==> config.mk <==
export PLATFORM = sky130hd
export DESIGN_NAME = cubic_bezier_timing_eval
export DESIGN_NICKNAME = d
export VERILOG_FILES = /design/src/hw/rtl/cbz_pkg.sv /design/src/hw/rtl/cubic_bezier_timing_eval.sv /design/src/hw/rtl/cbz_div.sv
export SDC_FILE = /design/constraint.sdc
export NUM_CORES = 2
export LEC_CHECK = 0
export BUFFER_PORTS_ARGS = -buffer_cell sky130_fd_sc_hd__buf_2
export CAP_MARGIN = 40
export CORE_ASPECT_RATIO = 0.9
export CORE_MARGIN = 4
export CORE_UTILIZATION = 50
export CTS_CLUSTER_DIAMETER = 120
export CTS_CLUSTER_SIZE = 28
export DETAILED_ROUTE_END_ITERATION = 12
export PLACE_DENSITY_LB_ADDON = 0.3
export SLEW_MARGIN = 10
export SYNTH_ARGS = -nofsm -noshare
export SYNTH_HDL_FRONTEND = slang
export SYNTH_SLANG_ARGS = --single-unit
==> constraint.sdc <==
create_clock -name aclk -period 14.2 [get_ports aclk]
set_input_delay 2.84 -clock aclk [delete_from_list [all_inputs] [get_ports aclk]]
set_output_delay 2.84 -clock aclk [all_outputs]
set_load 0.02 [all_outputs]
==> src/hw/rtl/cbz_pkg.sv <==
// shared constants, types and helpers of the cubic bezier timing evaluator
`default_nettype none
package cbz_pkg;

    localparam int FRAC_BITS        = 16;
    localparam int ONE_Q            = 1 << FRAC_BITS;
    localparam int SAMPLE_COUNT_DEF = 11;
    localparam int NEWTON_STEPS     = 4;

    localparam int T_W    = FRAC_BITS + 1;
    localparam int COEF_W = 36;
    localparam int ACC_W  = 40;
    localparam int DIV_NW = 52;
    localparam int DIV_DW = ACC_W;
    localparam int DIV_QW = DIV_NW + 1;
    localparam int NS_W   = $clog2(NEWTON_STEPS + 1);
    localparam int BIS_W  = $clog2(FRAC_BITS + 2);
    localparam int APB_AW = 4;

    localparam logic [T_W-1:0] ONE_T = T_W'(ONE_Q);
    localparam longint I32_MAX_L = 64'sh7fff_ffff;
    localparam longint I32_MIN_L = -64'sh8000_0000;

    typedef enum logic [1:0] {
        REG_P1X,
        REG_P1Y,
        REG_P2X,
        REG_P2Y
    } reg_idx_t;

    typedef enum logic [4:0] {
        ST_TINIT,
        ST_TWR,
        ST_IDLE,
        ST_SRCH,
        ST_INTM,
        ST_INTD,
        ST_INTW,
        ST_EVAL,
        ST_NXR,
        ST_NDR,
        ST_NDW,
        ST_BIS,
        ST_BISR,
        ST_FIN,
        ST_FY,
        ST_FDX,
        ST_FDY,
        ST_FW,
        ST_OUT
    } state_t;

    typedef struct packed {
        logic                     start;
        logic signed [DIV_NW-1:0] num;
        logic signed [DIV_DW-1:0] den;
    } div_req_t;

    typedef struct packed {
        logic                     busy;
        logic                     done;
        logic signed [DIV_QW-1:0] quot;
    } div_rsp_t;

    function automatic logic [T_W-1:0] clamp_t(input logic signed [DIV_QW:0] v);
        logic [T_W-1:0] r;
        if (v < 0) begin
            r = '0;
        end else if (v > signed'((DIV_QW+1)'(ONE_Q))) begin
            r = ONE_T;
        end else begin
            r = v[T_W-1:0];
        end
        return r;
    endfunction

    function automatic logic sat_ovf(input logic signed [DIV_QW-1:0] v);
        return (v > signed'(DIV_QW'(I32_MAX_L))) || (v < signed'(DIV_QW'(I32_MIN_L)));
    endfunction

    function automatic logic [31:0] sat32(input logic signed [DIV_QW-1:0] v);
        logic [31:0] r;
        if (v > signed'(DIV_QW'(I32_MAX_L))) begin
            r = 32'h7fff_ffff;
        end else if (v < signed'(DIV_QW'(I32_MIN_L))) begin
            r = 32'h8000_0000;
        end else begin
            r = v[31:0];
        end
        return r;
    endfunction

endpackage
`default_nettype wire

==> src/hw/rtl/cubic_bezier_timing_eval.sv <==
// top level of the cubic bezier timing curve evaluator
//
//  channel | dir | beat payload
//  s_      | in  | tdata: progress_x
//  m_      | out | tdata: curve_y, curve_slope; tuser: slope_saturated
//  apb     | in  | control points p1x, p1y, p2x, p2y
//
// the time an item takes from the accepted beat to m_tvalid is set by the divider
// (one quotient each for table interpolation, each newton step and the slope) and the
// shared multiplier (curve values, up to 17 bisection steps)
// after reset and after each register write the sample table is rebuilt, with
// s_tready low
// a new beat is taken while a finished result waits on m_
`default_nettype none
module cubic_bezier_timing_eval #(
    parameter int SAMPLE_COUNT = cbz_pkg::SAMPLE_COUNT_DEF
) (
    input  wire                          aclk,
    input  wire                          aresetn,
    input  wire                          s_tvalid,
    output logic                         s_tready,
    input  wire  [31:0]                  s_tdata,   // [31:0] progress_x
    output logic                         m_tvalid,
    input  wire                          m_tready,
    output logic [63:0]                  m_tdata,   // [31:0] curve_y, [63:32] curve_slope
    output logic [0:0]                   m_tuser,   // [0] slope_saturated
    input  wire                          psel,
    input  wire                          penable,
    input  wire                          pwrite,
    input  wire  [cbz_pkg::APB_AW-1:0]   paddr,
    input  wire  [31:0]                  pwdata,
    output logic [31:0]                  prdata,
    output logic                         pready
);

    localparam int FB     = cbz_pkg::FRAC_BITS;
    localparam int T_W    = cbz_pkg::T_W;
    localparam int ACC_W  = cbz_pkg::ACC_W;
    localparam int COEF_W = cbz_pkg::COEF_W;
    localparam int QW     = cbz_pkg::DIV_QW;
    localparam int NW     = cbz_pkg::DIV_NW;
    localparam int DW     = cbz_pkg::DIV_DW;
    localparam int NS_W   = cbz_pkg::NS_W;
    localparam int BIS_W  = cbz_pkg::BIS_W;
    localparam int IW     = $clog2(SAMPLE_COUNT);
    localparam int RW     = $clog2(SAMPLE_COUNT);
    localparam int STEP_Q = cbz_pkg::ONE_Q / (SAMPLE_COUNT - 1);
    localparam int STEP_R = cbz_pkg::ONE_Q % (SAMPLE_COUNT - 1);
    localparam int PROD_W = ACC_W + T_W + 1;
    localparam logic [T_W-1:0] ONE_T = cbz_pkg::ONE_T;

    // configuration
    logic [16:0]        p1x_reg, p2x_reg;
    logic signed [27:0] p1y_reg, p2y_reg;
    logic               cfg_wr;
    cbz_pkg::reg_idx_t  cfg_idx;

    // coefficients
    logic [T_W-1:0]           p1x_c, p2x_c;
    logic signed [COEF_W-1:0] ax_next, bx_next, cx_next, ay_next, by_next, cy_next;
    logic signed [COEF_W-1:0] ax_reg, bx_reg, cx_reg, ay_reg, by_reg, cy_reg;

    // sequencer state
    cbz_pkg::state_t state_reg, state_next, ret_reg, ret_next;
    logic [1:0]      ev_k_reg, ev_k_next;
    logic            ev_y_reg, ev_y_next, ev_d_reg, ev_d_next;
    logic            ev_last;

    logic signed [ACC_W-1:0] acc_reg, acc_next;
    logic signed [ACC_W-1:0] x2_reg, x2_next, dx_reg, dx_next;
    logic [IW-1:0]           i_reg, i_next;
    logic [T_W-1:0]          gq_reg, gq_next, gprev_reg, gprev_next;
    logic [RW-1:0]           gr_reg, gr_next;
    logic [T_W-1:0]          x_reg, x_next, prev_reg, prev_next, span_reg, span_next;
    logic [T_W-1:0]          t0_reg, t0_next, t1_reg, t1_next, t2_reg, t2_next;
    logic [NS_W-1:0]         n_reg, n_next;
    logic [BIS_W-1:0]        b_reg, b_next;
    logic [31:0]             y_reg, y_next, slope_reg, slope_next;
    logic                    sat_reg, sat_next;

    logic        m_tvalid_reg, m_tvalid_next;
    logic [63:0] m_tdata_reg, m_tdata_next;
    logic        m_tuser_reg, m_tuser_next;

    logic [T_W-1:0] tbl_reg [SAMPLE_COUNT];
    logic           tbl_we;
    logic [T_W-1:0] tbl_wd, tbl_cur;

    // shared multiplier
    logic signed [ACC_W-1:0]  mul_a, mul_add, a_sel, b_sel, c_sel, start_coef, add0;
    logic signed [T_W:0]      mul_b;
    logic signed [PROD_W-1:0] prod;
    logic signed [ACC_W-1:0]  mul_sh, mul_res;

    // grid stepping
    logic [T_W-1:0] gq_adv;
    logic [RW-1:0]  gr_adv;
    logic [RW:0]    rsum;

    // helpers
    logic signed [31:0]      s_x;
    logic [T_W-1:0]          x_in, x_diff, t_mid_lo, t_mid_hi;
    logic signed [ACC_W-1:0] x_ext, xres;
    logic signed [QW:0]      q_w, t0_w, t2_w;
    logic [T_W:0]            t_sum;
    logic [T_W-1:0]          acc_clamp;

    cbz_pkg::div_req_t div_req;
    cbz_pkg::div_rsp_t div_rsp;

    cbz_div u_div (
        .aclk    (aclk),
        .aresetn (aresetn),
        .req     (div_req),
        .rsp     (div_rsp)
    );

    // apb
    assign pready  = 1'b1;
    assign cfg_wr  = psel && penable && pwrite && pready;
    assign cfg_idx = cbz_pkg::reg_idx_t'(paddr[3:2]);

    always_comb begin
        case (cbz_pkg::reg_idx_t'(paddr[3:2]))
            cbz_pkg::REG_P1X: prdata = {15'b0, p1x_reg};
            cbz_pkg::REG_P1Y: prdata = 32'(p1y_reg);
            cbz_pkg::REG_P2X: prdata = {15'b0, p2x_reg};
            cbz_pkg::REG_P2Y: prdata = 32'(p2y_reg);
            default:          prdata = '0;
        endcase
    end

    always_ff @(posedge aclk) begin
        if (!aresetn) begin
            p1x_reg <= '0;
            p1y_reg <= '0;
            p2x_reg <= 17'(cbz_pkg::ONE_Q);
            p2y_reg <= 28'(cbz_pkg::ONE_Q);
        end else if (cfg_wr) begin
            case (cfg_idx)
                cbz_pkg::REG_P1X: p1x_reg <= pwdata[16:0];
                cbz_pkg::REG_P1Y: p1y_reg <= pwdata[27:0];
                cbz_pkg::REG_P2X: p2x_reg <= pwdata[16:0];
                cbz_pkg::REG_P2Y: p2y_reg <= pwdata[27:0];
                default: ;
            endcase
        end
    end

    // coefficients follow the registers
    assign p1x_c   = (p1x_reg > ONE_T) ? ONE_T : p1x_reg;
    assign p2x_c   = (p2x_reg > ONE_T) ? ONE_T : p2x_reg;
    assign cx_next = COEF_W'(3) * signed'(COEF_W'(p1x_c));
    assign bx_next = COEF_W'(3) * (signed'(COEF_W'(p2x_c)) - signed'(COEF_W'(p1x_c))) - cx_next;
    assign ax_next = signed'(COEF_W'(cbz_pkg::ONE_Q)) - cx_next - bx_next;
    assign cy_next = COEF_W'(3) * COEF_W'(p1y_reg);
    assign by_next = COEF_W'(3) * (COEF_W'(p2y_reg) - COEF_W'(p1y_reg)) - cy_next;
    assign ay_next = signed'(COEF_W'(cbz_pkg::ONE_Q)) - cy_next - by_next;

    // multiply and accumulate datapath
    assign a_sel      = ev_y_reg ? ACC_W'(ay_reg) : ACC_W'(ax_reg);
    assign b_sel      = ev_y_reg ? ACC_W'(by_reg) : ACC_W'(bx_reg);
    assign c_sel      = ev_y_reg ? ACC_W'(cy_reg) : ACC_W'(cx_reg);
    assign start_coef = ev_d_reg ? ((a_sel <<< 1) + a_sel) : a_sel;
    assign add0       = ev_d_reg ? (b_sel <<< 1) : b_sel;
    assign x_diff     = x_reg - prev_reg;

    always_comb begin
        if (state_reg == cbz_pkg::ST_INTM) begin
            mul_a   = signed'(ACC_W'({x_diff, {FB{1'b0}}}));
            mul_b   = signed'({1'b0, t1_reg - t0_reg});
            mul_add = '0;
        end else begin
            mul_a   = (ev_k_reg == 2'd0) ? start_coef : acc_reg;
            mul_b   = signed'({1'b0, t2_reg});
            case (ev_k_reg)
                2'd0:    mul_add = add0;
                2'd1:    mul_add = c_sel;
                default: mul_add = '0;
            endcase
        end
    end

    assign prod    = mul_a * mul_b;
    assign mul_sh  = prod[FB +: ACC_W];
    assign mul_res = mul_sh + mul_add;
    assign ev_last = ev_d_reg ? (ev_k_reg == 2'd1) : (ev_k_reg == 2'd2);

    // grid point i*ONE/(SAMPLE_COUNT-1) stepped as quotient and remainder
    assign rsum = {1'b0, gr_reg} + (RW+1)'(STEP_R);
    always_comb begin
        if (rsum >= (RW+1)'(SAMPLE_COUNT - 1)) begin
            gq_adv = gq_reg + T_W'(STEP_Q) + 1'b1;
            gr_adv = RW'(rsum - (RW+1)'(SAMPLE_COUNT - 1));
        end else begin
            gq_adv = gq_reg + T_W'(STEP_Q);
            gr_adv = RW'(rsum);
        end
    end

    assign s_x  = signed'(s_tdata);
    assign x_in = (s_x < 0) ? '0 : ((s_x > signed'(32'(cbz_pkg::ONE_Q))) ? ONE_T : s_x[T_W-1:0]);
    assign x_ext     = signed'(ACC_W'(x_reg));
    assign xres      = acc_reg - x_ext;
    assign q_w       = {div_rsp.quot[QW-1], div_rsp.quot};
    assign t0_w      = signed'((QW+1)'(t0_reg));
    assign t2_w      = signed'((QW+1)'(t2_reg));
    assign tbl_cur   = tbl_reg[i_reg];
    assign t_mid_lo  = (x_ext > acc_reg) ? t2_reg : t0_reg;
    assign t_mid_hi  = (x_ext > acc_reg) ? t1_reg : t2_reg;
    assign t_sum     = {1'b0, t_mid_lo} + {1'b0, t_mid_hi};
    assign acc_clamp = (acc_reg < 0) ? '0
                     : ((acc_reg > signed'(ACC_W'(cbz_pkg::ONE_Q))) ? ONE_T : acc_reg[T_W-1:0]);

    always_comb begin
        state_next    = state_reg;
        ret_next      = ret_reg;
        ev_k_next     = ev_k_reg;
        ev_y_next     = ev_y_reg;
        ev_d_next     = ev_d_reg;
        acc_next      = acc_reg;
        x2_next       = x2_reg;
        dx_next       = dx_reg;
        i_next        = i_reg;
        gq_next       = gq_reg;
        gr_next       = gr_reg;
        gprev_next    = gprev_reg;
        x_next        = x_reg;
        prev_next     = prev_reg;
        span_next     = span_reg;
        t0_next       = t0_reg;
        t1_next       = t1_reg;
        t2_next       = t2_reg;
        n_next        = n_reg;
        b_next        = b_reg;
        y_next        = y_reg;
        slope_next    = slope_reg;
        sat_next      = sat_reg;
        m_tvalid_next = m_tvalid_reg && !m_tready;
        m_tdata_next  = m_tdata_reg;
        m_tuser_next  = m_tuser_reg;
        tbl_we        = 1'b0;
        tbl_wd        = acc_clamp;
        s_tready      = 1'b0;
        div_req       = '0;

        case (state_reg)
            cbz_pkg::ST_TINIT: begin
                i_next     = '0;
                gq_next    = '0;
                gr_next    = '0;
                t2_next    = '0;
                ev_k_next  = '0;
                ev_y_next  = 1'b0;
                ev_d_next  = 1'b0;
                ret_next   = cbz_pkg::ST_TWR;
                state_next = cbz_pkg::ST_EVAL;
            end
            cbz_pkg::ST_TWR: begin
                tbl_we = 1'b1;
                if (i_reg == IW'(SAMPLE_COUNT - 1)) begin
                    state_next = cbz_pkg::ST_IDLE;
                end else begin
                    i_next     = i_reg + 1'b1;
                    gq_next    = gq_adv;
                    gr_next    = gr_adv;
                    t2_next    = gq_adv;
                    ev_k_next  = '0;
                    ev_y_next  = 1'b0;
                    ev_d_next  = 1'b0;
                    ret_next   = cbz_pkg::ST_TWR;
                    state_next = cbz_pkg::ST_EVAL;
                end
            end
            cbz_pkg::ST_IDLE: begin
                s_tready = 1'b1;
                if (s_tvalid) begin
                    x_next     = x_in;
                    i_next     = IW'(1);
                    gprev_next = '0;
                    gq_next    = T_W'(STEP_Q);
                    gr_next    = RW'(STEP_R);
                    t0_next    = '0;
                    t1_next    = ONE_T;
                    t2_next    = x_in;
                    prev_next  = tbl_reg[0];
                    state_next = cbz_pkg::ST_SRCH;
                end
            end
            cbz_pkg::ST_SRCH: begin
                if (x_reg <= tbl_cur) begin
                    t1_next   = gq_reg;
                    t0_next   = gprev_reg;
                    span_next = tbl_cur - prev_reg;
                    if (tbl_cur != prev_reg) begin
                        state_next = cbz_pkg::ST_INTM;
                    end else begin
                        t2_next    = gprev_reg;
                        n_next     = '0;
                        ev_k_next  = '0;
                        ev_y_next  = 1'b0;
                        ev_d_next  = 1'b0;
                        ret_next   = cbz_pkg::ST_NXR;
                        state_next = (cbz_pkg::NEWTON_STEPS != 0) ? cbz_pkg::ST_EVAL
                                                                   : cbz_pkg::ST_FIN;
                    end
                end else if (i_reg == IW'(SAMPLE_COUNT - 1)) begin
                    n_next     = '0;
                    ev_k_next  = '0;
                    ev_y_next  = 1'b0;
                    ev_d_next  = 1'b0;
                    ret_next   = cbz_pkg::ST_NXR;
                    state_next = (cbz_pkg::NEWTON_STEPS != 0) ? cbz_pkg::ST_EVAL
                                                               : cbz_pkg::ST_FIN;
                end else begin
                    prev_next  = tbl_cur;
                    gprev_next = gq_reg;
                    gq_next    = gq_adv;
                    gr_next    = gr_adv;
                    i_next     = i_reg + 1'b1;
                end
            end
            cbz_pkg::ST_INTM: begin
                acc_next   = mul_res;
                state_next = cbz_pkg::ST_INTD;
            end
            cbz_pkg::ST_INTD: begin
                div_req.start = 1'b1;
                div_req.num   = NW'(acc_reg);
                div_req.den   = DW'(span_reg);
                state_next    = cbz_pkg::ST_INTW;
            end
            cbz_pkg::ST_INTW: begin
                if (div_rsp.done) begin
                    t2_next    = cbz_pkg::clamp_t(t0_w + q_w);
                    n_next     = '0;
                    ev_k_next  = '0;
                    ev_y_next  = 1'b0;
                    ev_d_next  = 1'b0;
                    ret_next   = cbz_pkg::ST_NXR;
                    state_next = (cbz_pkg::NEWTON_STEPS != 0) ? cbz_pkg::ST_EVAL
                                                               : cbz_pkg::ST_FIN;
                end
            end
            cbz_pkg::ST_EVAL: begin
                acc_next  = mul_res;
                ev_k_next = ev_k_reg + 1'b1;
                if (ev_last) begin
                    state_next = ret_reg;
                end
            end
            cbz_pkg::ST_NXR: begin
                x2_next = xres;
                if (xres == 0) begin
                    state_next = cbz_pkg::ST_FIN;
                end else begin
                    ev_k_next  = '0;
                    ev_y_next  = 1'b0;
                    ev_d_next  = 1'b1;
                    ret_next   = cbz_pkg::ST_NDR;
                    state_next = cbz_pkg::ST_EVAL;
                end
            end
            cbz_pkg::ST_NDR: begin
                if (acc_reg == 0) begin
                    b_next     = '0;
                    state_next = cbz_pkg::ST_BIS;
                end else begin
                    div_req.start = 1'b1;
                    div_req.num   = NW'({x2_reg, {FB{1'b0}}});
                    div_req.den   = DW'(acc_reg);
                    state_next    = cbz_pkg::ST_NDW;
                end
            end
            cbz_pkg::ST_NDW: begin
                if (div_rsp.done) begin
                    t2_next = cbz_pkg::clamp_t(t2_w - q_w);
                    n_next  = n_reg + 1'b1;
                    if (n_reg == NS_W'(cbz_pkg::NEWTON_STEPS - 1)) begin
                        b_next     = '0;
                        state_next = cbz_pkg::ST_BIS;
                    end else begin
                        ev_k_next  = '0;
                        ev_y_next  = 1'b0;
                        ev_d_next  = 1'b0;
                        ret_next   = cbz_pkg::ST_NXR;
                        state_next = cbz_pkg::ST_EVAL;
                    end
                end
            end
            cbz_pkg::ST_BIS: begin
                if ((b_reg > BIS_W'(FB)) || !(t0_reg < t1_reg)) begin
                    state_next = cbz_pkg::ST_FIN;
                end else begin
                    ev_k_next  = '0;
                    ev_y_next  = 1'b0;
                    ev_d_next  = 1'b0;
                    ret_next   = cbz_pkg::ST_BISR;
                    state_next = cbz_pkg::ST_EVAL;
                end
            end
            cbz_pkg::ST_BISR: begin
                if (acc_reg == x_ext) begin
                    state_next = cbz_pkg::ST_FIN;
                end else begin
                    t0_next    = t_mid_lo;
                    t1_next    = t_mid_hi;
                    t2_next    = t_sum[T_W:1];
                    b_next     = b_reg + 1'b1;
                    state_next = cbz_pkg::ST_BIS;
                end
            end
            cbz_pkg::ST_FIN: begin
                ev_k_next  = '0;
                ev_y_next  = 1'b1;
                ev_d_next  = 1'b0;
                ret_next   = cbz_pkg::ST_FY;
                state_next = cbz_pkg::ST_EVAL;
            end
            cbz_pkg::ST_FY: begin
                y_next     = cbz_pkg::sat32(QW'(acc_reg));
                ev_k_next  = '0;
                ev_y_next  = 1'b0;
                ev_d_next  = 1'b1;
                ret_next   = cbz_pkg::ST_FDX;
                state_next = cbz_pkg::ST_EVAL;
            end
            cbz_pkg::ST_FDX: begin
                dx_next    = acc_reg;
                ev_k_next  = '0;
                ev_y_next  = 1'b1;
                ev_d_next  = 1'b1;
                ret_next   = cbz_pkg::ST_FDY;
                state_next = cbz_pkg::ST_EVAL;
            end
            cbz_pkg::ST_FDY: begin
                if (dx_reg == 0) begin
                    slope_next = '0;
                    sat_next   = 1'b0;
                    state_next = cbz_pkg::ST_OUT;
                end else begin
                    div_req.start = 1'b1;
                    div_req.num   = NW'({acc_reg, {FB{1'b0}}});
                    div_req.den   = DW'(dx_reg);
                    state_next    = cbz_pkg::ST_FW;
                end
            end
            cbz_pkg::ST_FW: begin
                if (div_rsp.done) begin
                    slope_next = cbz_pkg::sat32(div_rsp.quot);
                    sat_next   = cbz_pkg::sat_ovf(div_rsp.quot);
                    state_next = cbz_pkg::ST_OUT;
                end
            end
            cbz_pkg::ST_OUT: begin
                if (!m_tvalid_reg || m_tready) begin
                    m_tvalid_next = 1'b1;
                    m_tdata_next  = {slope_reg, y_reg};
                    m_tuser_next  = sat_reg;
                    state_next    = cbz_pkg::ST_IDLE;
                end
            end
            default: begin
                state_next = cbz_pkg::ST_TINIT;
            end
        endcase

        // any register write rebuilds the table
        if (cfg_wr) begin
            state_next = cbz_pkg::ST_TINIT;
        end
    end

    always_ff @(posedge aclk) begin
        if (!aresetn) begin
            state_reg    <= cbz_pkg::ST_TINIT;
            ret_reg      <= cbz_pkg::ST_IDLE;
            ev_k_reg     <= '0;
            ev_y_reg     <= 1'b0;
            ev_d_reg     <= 1'b0;
            i_reg        <= '0;
            gq_reg       <= '0;
            gr_reg       <= '0;
            n_reg        <= '0;
            b_reg        <= '0;
            t2_reg       <= '0;
            m_tvalid_reg <= 1'b0;
        end else begin
            state_reg    <= state_next;
            ret_reg      <= ret_next;
            ev_k_reg     <= ev_k_next;
            ev_y_reg     <= ev_y_next;
            ev_d_reg     <= ev_d_next;
            i_reg        <= i_next;
            gq_reg       <= gq_next;
            gr_reg       <= gr_next;
            n_reg        <= n_next;
            b_reg        <= b_next;
            t2_reg       <= t2_next;
            m_tvalid_reg <= m_tvalid_next;
        end
        ax_reg      <= ax_next;
        bx_reg      <= bx_next;
        cx_reg      <= cx_next;
        ay_reg      <= ay_next;
        by_reg      <= by_next;
        cy_reg      <= cy_next;
        acc_reg     <= acc_next;
        x2_reg      <= x2_next;
        dx_reg      <= dx_next;
        gprev_reg   <= gprev_next;
        x_reg       <= x_next;
        prev_reg    <= prev_next;
        span_reg    <= span_next;
        t0_reg      <= t0_next;
        t1_reg      <= t1_next;
        y_reg       <= y_next;
        slope_reg   <= slope_next;
        sat_reg     <= sat_next;
        m_tdata_reg <= m_tdata_next;
        m_tuser_reg <= m_tuser_next;
        if (tbl_we) begin
            tbl_reg[i_reg] <= tbl_wd;
        end
    end

    assign m_tvalid = m_tvalid_reg;
    assign m_tdata  = m_tdata_reg;
    assign m_tuser  = m_tuser_reg;

    a_cfg_blocks_input: assert property (@(posedge aclk) disable iff (!aresetn)
        cfg_wr |=> !s_tready)
        else $error("input taken right after a register write");

    a_sat_extreme: assert property (@(posedge aclk) disable iff (!aresetn)
        (m_tvalid && m_tuser[0]) |->
            (m_tdata[63:32] == 32'h7fff_ffff || m_tdata[63:32] == 32'h8000_0000))
        else $error("saturated slope is not an extreme value");

    a_div_start_idle: assert property (@(posedge aclk) disable iff (!aresetn)
        div_req.start |-> !div_rsp.busy)
        else $error("divider started while busy");

    a_t_in_range: assert property (@(posedge aclk) disable iff (!aresetn)
        t2_reg <= ONE_T)
        else $error("curve parameter left the unit interval");

endmodule
`default_nettype wire

==> src/hw/rtl/cbz_div.sv <==
// iterative signed divider, one quotient bit per cycle, truncates toward zero
`default_nettype none
module cbz_div (
    input  wire               aclk,
    input  wire               aresetn,
    input  cbz_pkg::div_req_t req,
    output cbz_pkg::div_rsp_t rsp
);

    localparam int NW = cbz_pkg::DIV_NW;
    localparam int DW = cbz_pkg::DIV_DW;
    localparam int QW = cbz_pkg::DIV_QW;
    localparam int CW = $clog2(NW + 1);

    logic          busy_reg, busy_next;
    logic          done_reg, done_next;
    logic          neg_reg, neg_next;
    logic [CW-1:0] cnt_reg, cnt_next;
    logic [NW-1:0] q_reg, q_next;
    logic [DW:0]   rem_reg, rem_next;
    logic [DW-1:0] dmag_reg, dmag_next;

    logic [DW:0]   rem_sh;
    logic          ge;
    logic [NW-1:0] num_mag;
    logic [DW-1:0] den_mag;

    assign num_mag = req.num[NW-1] ? NW'(-req.num) : NW'(req.num);
    assign den_mag = req.den[DW-1] ? DW'(-req.den) : DW'(req.den);
    assign rem_sh  = {rem_reg[DW-1:0], q_reg[NW-1]};
    assign ge      = rem_sh >= {1'b0, dmag_reg};

    always_comb begin
        busy_next = busy_reg;
        done_next = 1'b0;
        neg_next  = neg_reg;
        cnt_next  = cnt_reg;
        q_next    = q_reg;
        rem_next  = rem_reg;
        dmag_next = dmag_reg;
        if (req.start && !busy_reg) begin
            busy_next = 1'b1;
            neg_next  = req.num[NW-1] ^ req.den[DW-1];
            cnt_next  = CW'(NW);
            q_next    = num_mag;
            rem_next  = '0;
            dmag_next = den_mag;
        end else if (busy_reg) begin
            rem_next = ge ? (rem_sh - {1'b0, dmag_reg}) : rem_sh;
            q_next   = {q_reg[NW-2:0], ge};
            cnt_next = cnt_reg - 1'b1;
            if (cnt_reg == CW'(1)) begin
                busy_next = 1'b0;
                done_next = 1'b1;
            end
        end
    end

    always_ff @(posedge aclk) begin
        if (!aresetn) begin
            busy_reg <= 1'b0;
            done_reg <= 1'b0;
            cnt_reg  <= '0;
        end else begin
            busy_reg <= busy_next;
            done_reg <= done_next;
            cnt_reg  <= cnt_next;
        end
        neg_reg  <= neg_next;
        q_reg    <= q_next;
        rem_reg  <= rem_next;
        dmag_reg <= dmag_next;
    end

    assign rsp.busy = busy_reg;
    assign rsp.done = done_reg;
    assign rsp.quot = neg_reg ? -signed'({1'b0, q_reg}) : signed'({1'b0, q_reg});

endmodule
`default_nettype wire

== Yosys cells after proc, flatten, opt, wreduce, memory -nomap -nowiden ==
Memories as Yosys holds them, arrays and structs flattened. A register that Yosys moved wholly into a read port is not among the register bits.
Cells that the tools add are included.

* Flip-flop bits (word level): 806
* RAM bits: 187
* Input bits: 75
* Word-level logic and storage cells: 362
* Memories: 1

{| class="wikitable"
|+ Memories
! name !! depth !! bits a word !! read ports !! clocked after memory_dff !! write ports !! line !! RTL
|-
| tbl_reg || 11 || 17 || 2 || 1 || 1 || cubic_bezier_timing_eval.sv:85 || <nowiki>logic [T_W-1:0] tbl_reg [SAMPLE_COUNT];</nowiki>
|}

* Add/sub/neg operators: 30
* Multiply operators: 5
* Magnitude comparators: 20
* Equal/unequal tests: 48
* Mux-type cells: 153
* Bitwise operators: 3
* Reduce and logical (&&, ||, !) cells: 57

{| class="wikitable"
|+ Operators by type and width
! kind !! count
|-
| $mux W17 || 35
|-
| $mux W40 || 9
|-
| $pmux W93 S3 || 1
|-
| $mux W93 || 2
|-
| $mux W32 || 5
|-
| $mux W52 || 3
|-
| $pmux W32 S4 || 1
|-
| $logic_not A40 Y1 || 3
|-
| $pmux W17 S7 || 1
|-
| $gt A54 B18 Y1 const B || 2
|-
| $lt A54 B1 Y1 const B || 2
|-
| $mux W5 || 21
|-
| $pmux W17 S3 || 2
|-
| $add A40 B40 Y40 || 2
|-
| $pmux W40 S2 || 1
|-
| $pmux W5 S16 || 1
|-
| $pmux W17 S2 || 2
|-
| $pmux W17 S4 || 1
|-
| $pmux W32 S2 || 1
|-
| $mul A40 B18 Y56 || 1
|-
| $add A18 B53 Y54 || 1
|-
| $sub A18 B53 Y54 || 1
|-
| $gt A53 B32 Y1 const B || 1
|-
| $lt A53 B32 Y1 const B || 1
|-
| 93 further kinds || 216
|}

== Longest topological paths before layout ==
* Depth in word-level cells: 8
* Gate-level depth with buffers: 61
* Gate-level depth less buffers: 58

== Hierarchy ==
From an unflattened synthesis, not the netlist that was laid out.

* Cells, all modules: 10,201
* Area, all modules: 92,545.0 µm²

{| class="wikitable"
|+ By module, submodules not included
! module !! instances !! cells an instance !! area each (µm²) !! sequential area each (µm²)
|-
| cubic_bezier_timing_eval || 1 || 8,957 || 81,874.8 || 22,471.6
|-
| cbz_div || 1 || 1,244 || 10,670.2 || 3,753.6
|}

== Worst setup path before layout ==
OpenSTA, ideal clock, no wires.

* Kind: flip-flop to flip-flop
* From: register ev_y_reg
* To: register acc_reg[37] (data pin)
* Setup time: 0.258 ns
* Data arrival time: 12.382 ns
* Data required time: 13.942 ns
* Slack: 1.560 ns
* Stages on the path, launching flop included: 56
* Buffers on the path: 4
* Clock period less this slack: 12.640 ns
* Cell sequence: dfxtp_1 -> clkbuf_1 -> clkbuf_1 -> buf_1 -> mux2_2 -> ha_1 -> nor2b_1 -> o21ai_0 -> a21oi_1 -> o2111ai_1 -> a21oi_1 -> nor3_1 -> or3b_2 -> a31oi_1 -> a21oi_1 -> xor2_1 -> nor2_1 -> a211oi_1 -> (+20 left out) -> o21bai_1 -> a21oi_1 -> inv_1 -> a31o_2 -> a21oi_1 -> xnor2_1 -> ha_1 -> or2_2 -> nor4_1 -> a311oi_1 -> a2111oi_0 -> o21ai_0 -> a21oi_1 -> nor4b_1 -> nor2_1 -> a21o_1 -> a21oi_1 -> xnor2_1

* Cells in the longest elaborated chain, start to end: 7
* Elaborated cells between the ends (all ways): 12
* Classes of those cells: 2 x add/sub; 1 x mul; 9 x mux

{| class="wikitable"
|+ RTL lines
! what !! line !! RTL
|-
| start, declared || cubic_bezier_timing_eval.sv:66 || <nowiki>logic ev_y_reg, ev_y_next, ev_d_reg, ev_d_next;</nowiki>
|-
| start signal, assigned || cubic_bezier_timing_eval.sv:492 || <nowiki>ev_y_reg <= ev_y_next;</nowiki>
|-
| $mux W40 || cubic_bezier_timing_eval.sv:161 || <nowiki>assign a_sel = ev_y_reg ? ACC_W'(ay_reg) : ACC_W'(ax_reg);</nowiki>
|-
| $add A40 B40 Y40 || cubic_bezier_timing_eval.sv:164 || <nowiki>assign start_coef = ev_d_reg ? ((a_sel <<< 1) + a_sel) : a_sel;</nowiki>
|-
| $mux W40 || cubic_bezier_timing_eval.sv:164 ||
|-
| $mux W40 || cubic_bezier_timing_eval.sv:174 || <nowiki>mul_a = (ev_k_reg == 2'd0) ? start_coef : acc_reg;</nowiki>
|-
| $mux W40 || cubic_bezier_timing_eval.sv:169 || <nowiki>if (state_reg == cbz_pkg::ST_INTM) begin</nowiki>
|-
| $mul A40 B18 Y56 || cubic_bezier_timing_eval.sv:184 || <nowiki>assign prod = mul_a * mul_b;</nowiki>
|-
| $add A40 B40 Y40 (*) || cubic_bezier_timing_eval.sv:186 || <nowiki>assign mul_res = mul_sh + mul_add;</nowiki>
|-
| named net mul_res[37] || cubic_bezier_timing_eval.sv:93 || <nowiki>logic signed [ACC_W-1:0] mul_sh, mul_res;</nowiki>
|-
| end signal, assigned || cubic_bezier_timing_eval.sv:508 || <nowiki>acc_reg <= acc_next;</nowiki>
|-
| end, declared || cubic_bezier_timing_eval.sv:69 || <nowiki>logic signed [ACC_W-1:0] acc_reg, acc_next;</nowiki>
|}

The timed path passes the listed nets; every way through them passes the cells marked *.
A chain may end at the register's enable or synchronous reset.

== Worst setup path after layout ==
* From: register ev_y_reg
* To: register acc_reg[39] (data pin)

Same word-level chain as after synthesis.

==> impl_metrics.env <==
export IMPL_status="finished with violations"
export IMPL_violations="DRC"
export IMPL_critPathArrivalTime_ns=13.97
export IMPL_grt_pass1_wl_um=449000
export IMPL_dp_slack_ns=0.201
export IMPL_grt_max_degree=97
export IMPL_fmax_mhz=74.0
export IMPL_final_setup_viol_count=0
export IMPL_final_util_pct=53.7
export IMPL_clock_path_buffers=3
export IMPL_core_um2=183000
export IMPL_synth_area_top_cells="edfxtp_1 20%, fa_1 15%, ha_1 9.4%"
export IMPL_synth_simple_area_share_pct=15.8
export IMPL_finalHoldViolCount=0
export IMPL_synthArstFlopShare_pct=0
export IMPL_antenna_found_initial=23
export IMPL_first_pass_iters=11
export IMPL_grt_use_met3_pct=6.12
export IMPL_syn_inst=10200
export IMPL_drtIter0Drc=8459
export IMPL_fin_skew_ns=0.0934
export IMPL_die_h_um=415
export IMPL_clock_sinks=996
export IMPL_clkTransAtPathRegs_ns=0.12
export IMPL_startpoint_type="register"
export IMPL_gr_total_overflow=0
export IMPL_root_buffer="clkbuf_16"
export IMPL_wire_per_inst_um=23.3
export IMPL_synthesis_nets=11600
export IMPL_synthesis_area_um2=92000
export IMPL_synth_compound_area_share_pct=14.3
export IMPL_syn2layout_area_growth_pct=6.85
export IMPL_regToRegSetupSlack_ns=0.69
export IMPL_largest_reg_flops=187
export IMPL_synth_seq_cells=996
export IMPL_hp_start="y_reg[31]"
export IMPL_clk_latency_ns=0.73
export IMPL_gr_usage_met2_pct=46.8
export IMPL_slew_headroom_pct=32.9
export IMPL_die_area_um2=191000
export IMPL_hold_end="m_tdata[31]"
export IMPL_hold_path_depth=0
export IMPL_via_per_inst=6.01
export IMPL_io_buffers=167
export IMPL_slew_violations=0
export IMPL_cpMostUsedCell="a21oi_1"
export IMPL_met1_usage_pct=41.4
export IMPL_fin_nets=11700
export IMPL_die_w_um=460
export IMPL_worstRegToRegCells=54
export IMPL_ant_nets=0
export IMPL_drc=4
export IMPL_synth_top_area_share_pct=20.5
export IMPL_path_class="reg2reg"
export IMPL_tightest_slew_ns=1.00
export IMPL_endpoint_kind="register"
export IMPL_fp_row_count=149
export IMPL_cts_tree="yes"
export IMPL_path_max_fanout=15
export IMPL_yosys_warnings=0
export IMPL_gr_max_usage_layer="met2"
export IMPL_yosys_area_share_adder_pct=24.5
export IMPL_cpPeakStageDelay_ns=0.59
export IMPL_cts_buffers=45
export IMPL_holdBufCountCts=0
export IMPL_yosysSeqAreaShare_pct=28.5
export IMPL_muxShareOfSynthArea_pct=3.60
export IMPL_vias=76200
export IMPL_r2r_start="ev_y_reg"
export IMPL_slowest_stage="fa_1"
export IMPL_cp_data_required_time_ns=14.67
export IMPL_synth_area_leader_cell="edfxtp_1"
export IMPL_synth_top_family_by_area="adder cells"
export IMPL_yosysUniqueCellTypes=111
export IMPL_worst_slack_ns=0.692
export IMPL_drive_above_1_share_pct=8.28
export IMPL_timing_rr_end="acc_reg[39]"
export IMPL_grt_usage_pct=30.4
export IMPL_hp_class="reg2reg"
export IMPL_initial_core_util_pct=50.3
export IMPL_drv_cap=0
export IMPL_avgSynthCellArea_um2=9.06
export IMPL_pin_count=175
export IMPL_finalCritPeriodShare_pct=95.1
export IMPL_routed_wl_um=295000
export IMPL_n_fill_cell=16600
export IMPL_dp_hpwl_um=232000
export IMPL_synth_edf_count=628
export IMPL_place_congestion=0.999
export IMPL_grt_pass1_vias=73900
export IMPL_htree_levels=2
export IMPL_ys_flop_type="edfxtp_1"
export IMPL_synth_xor_area_share_pct=5.72
export IMPL_post_route_min_period_ns=13.51
-- synth_stat cells, types with 76 or more instances --
cell type,instances
a21o_1,150
a21oi_1,558
a31oi_1,79
and2_1,128
and3_1,79
clkbuf_1,364
dfxtp_1,368
edfxtp_1,628
fa_1,690
ha_1,694
inv_1,1410
mux2_2,108
nand2_1,1110
nand2b_1,94
nand3_1,193
nand4_1,76
nor2_1,801
nor2b_1,120
nor3_1,176
nor4_1,89
o21a_1,125
o21ai_0,394
xnor2_1,384
xor2_1,213
-- worst max-delay path by stage --
| stage | startpoint | cells after the start | endpoint | slack [ns] |
|---|---|---|---|---|
| after global placement | ev_y_reg | 57 | acc_reg[39] | 0.36 |
| final | ev_y_reg | 54 | acc_reg[39] | 0.69 |
| after CTS | ev_y_reg | 57 | acc_reg[39] | 0.10 |
| after detailed placement | ev_y_reg | 57 | acc_reg[39] | 0.20 |
| after global routing | ev_y_reg | 53 | acc_reg[37] | -0.01 |
| after floorplan | ev_y_reg | 55 | acc_reg[37] | 1.56 |
-- per-stage QoR --
stage          hold WS (ns)  instances  setup TNS [ns]  instance area [µm²]
3_3_place_gp          0.403      12500               0                96100
4_1_cts               0.418      12600               0                98100
6_report              0.414      12700               0                98300
5_1_grt               0.427      12700         -0.0127                98300
3_5_place_dp          0.405      12600               0                96700
2_1_floorplan         0.400      10200               0                92000
-- placed cells by master, fill, tap and decap left out, types with 41 or more instances in the layout --
cell,n
nor3_1,174
or3_1,53
dfxtp_1,364
mux2_2,108
xor2_1,213
a211oi_1,64
edfxtp_1,628
xnor2_1,384
nor4_1,88
a31oi_1,77
ha_1,693
a21oi_1,554
a21o_1,150
nand2b_1,94
a222oi_1,49
and2_1,126
mux2i_1,54
nand3_1,193
clkbuf_16,45
nand4_1,76
o21a_1,125
buf_2,173
a22oi_1,41
fa_1,690
nand2_1,1109
and3_1,79
or2_2,50
nor2b_1,119
a21boi_0,43
inv_1,1408
mux4_2,68
nor2_1,789
buf_4,238
o21ai_0,388
-- kinds of logic (layout without fill, tap and decap cells) --
kind of cell,Yosys count,in the layout
xor gates and xnor gates,599,599
other,1,17
and+or+nand+nor,3105,3105
DFF,996,996
adders and majority gates,1385,1385
buffers and inverters,1852,1934
AOI/OAI and AO/OA,1988,1988
muxes,232,232
-- metal layers --
layer  wire (µm)  share of wire, %
met2      130000                44
met4       15700               5.3
met5          22            0.0075
met1      121000                41
met3       28400               9.6
-- cell type report --
| class | count | area (µm²) | area share (%) |
|---|---|---|---|
| antenna | 16 | 40.0 | 0.0407 |
| sequential | 996 | 26200 | 26.7 |
| inverter | 1411 | 5300 | 5.39 |
| timing repair buffer | 444 | 3230 | 3.29 |
| clock inverter | 16 | 253 | 0.257 |
| tap | 2416 | 3020 | 3.07 |
| multi-input combinational | 7310 | 59100 | 60.1 |
| clock buffer | 63 | 1190 | 1.21 |
-- critical path: cells and delay by family, from the launching register on --
family	cells	cell delay, ns
AOI/OAI and AO/OA	23	5.50
adders and majority gates	9	4.10
and+or+nand+nor	10	1.52
buffers and inverters	8	0.74
DFF	1	0.51
xor gates and xnor gates	3	0.44
muxes	1	0.39
-- what timing repair did --
item | CTS | global route
setup buffers | 0 | 0
endpoints found under the setup margin | 0 | 8
resized for setup | 0 | 14
Power is not shown: default switching activity piles up to over one toggle a cycle in this logic, so the estimate is an artifact.
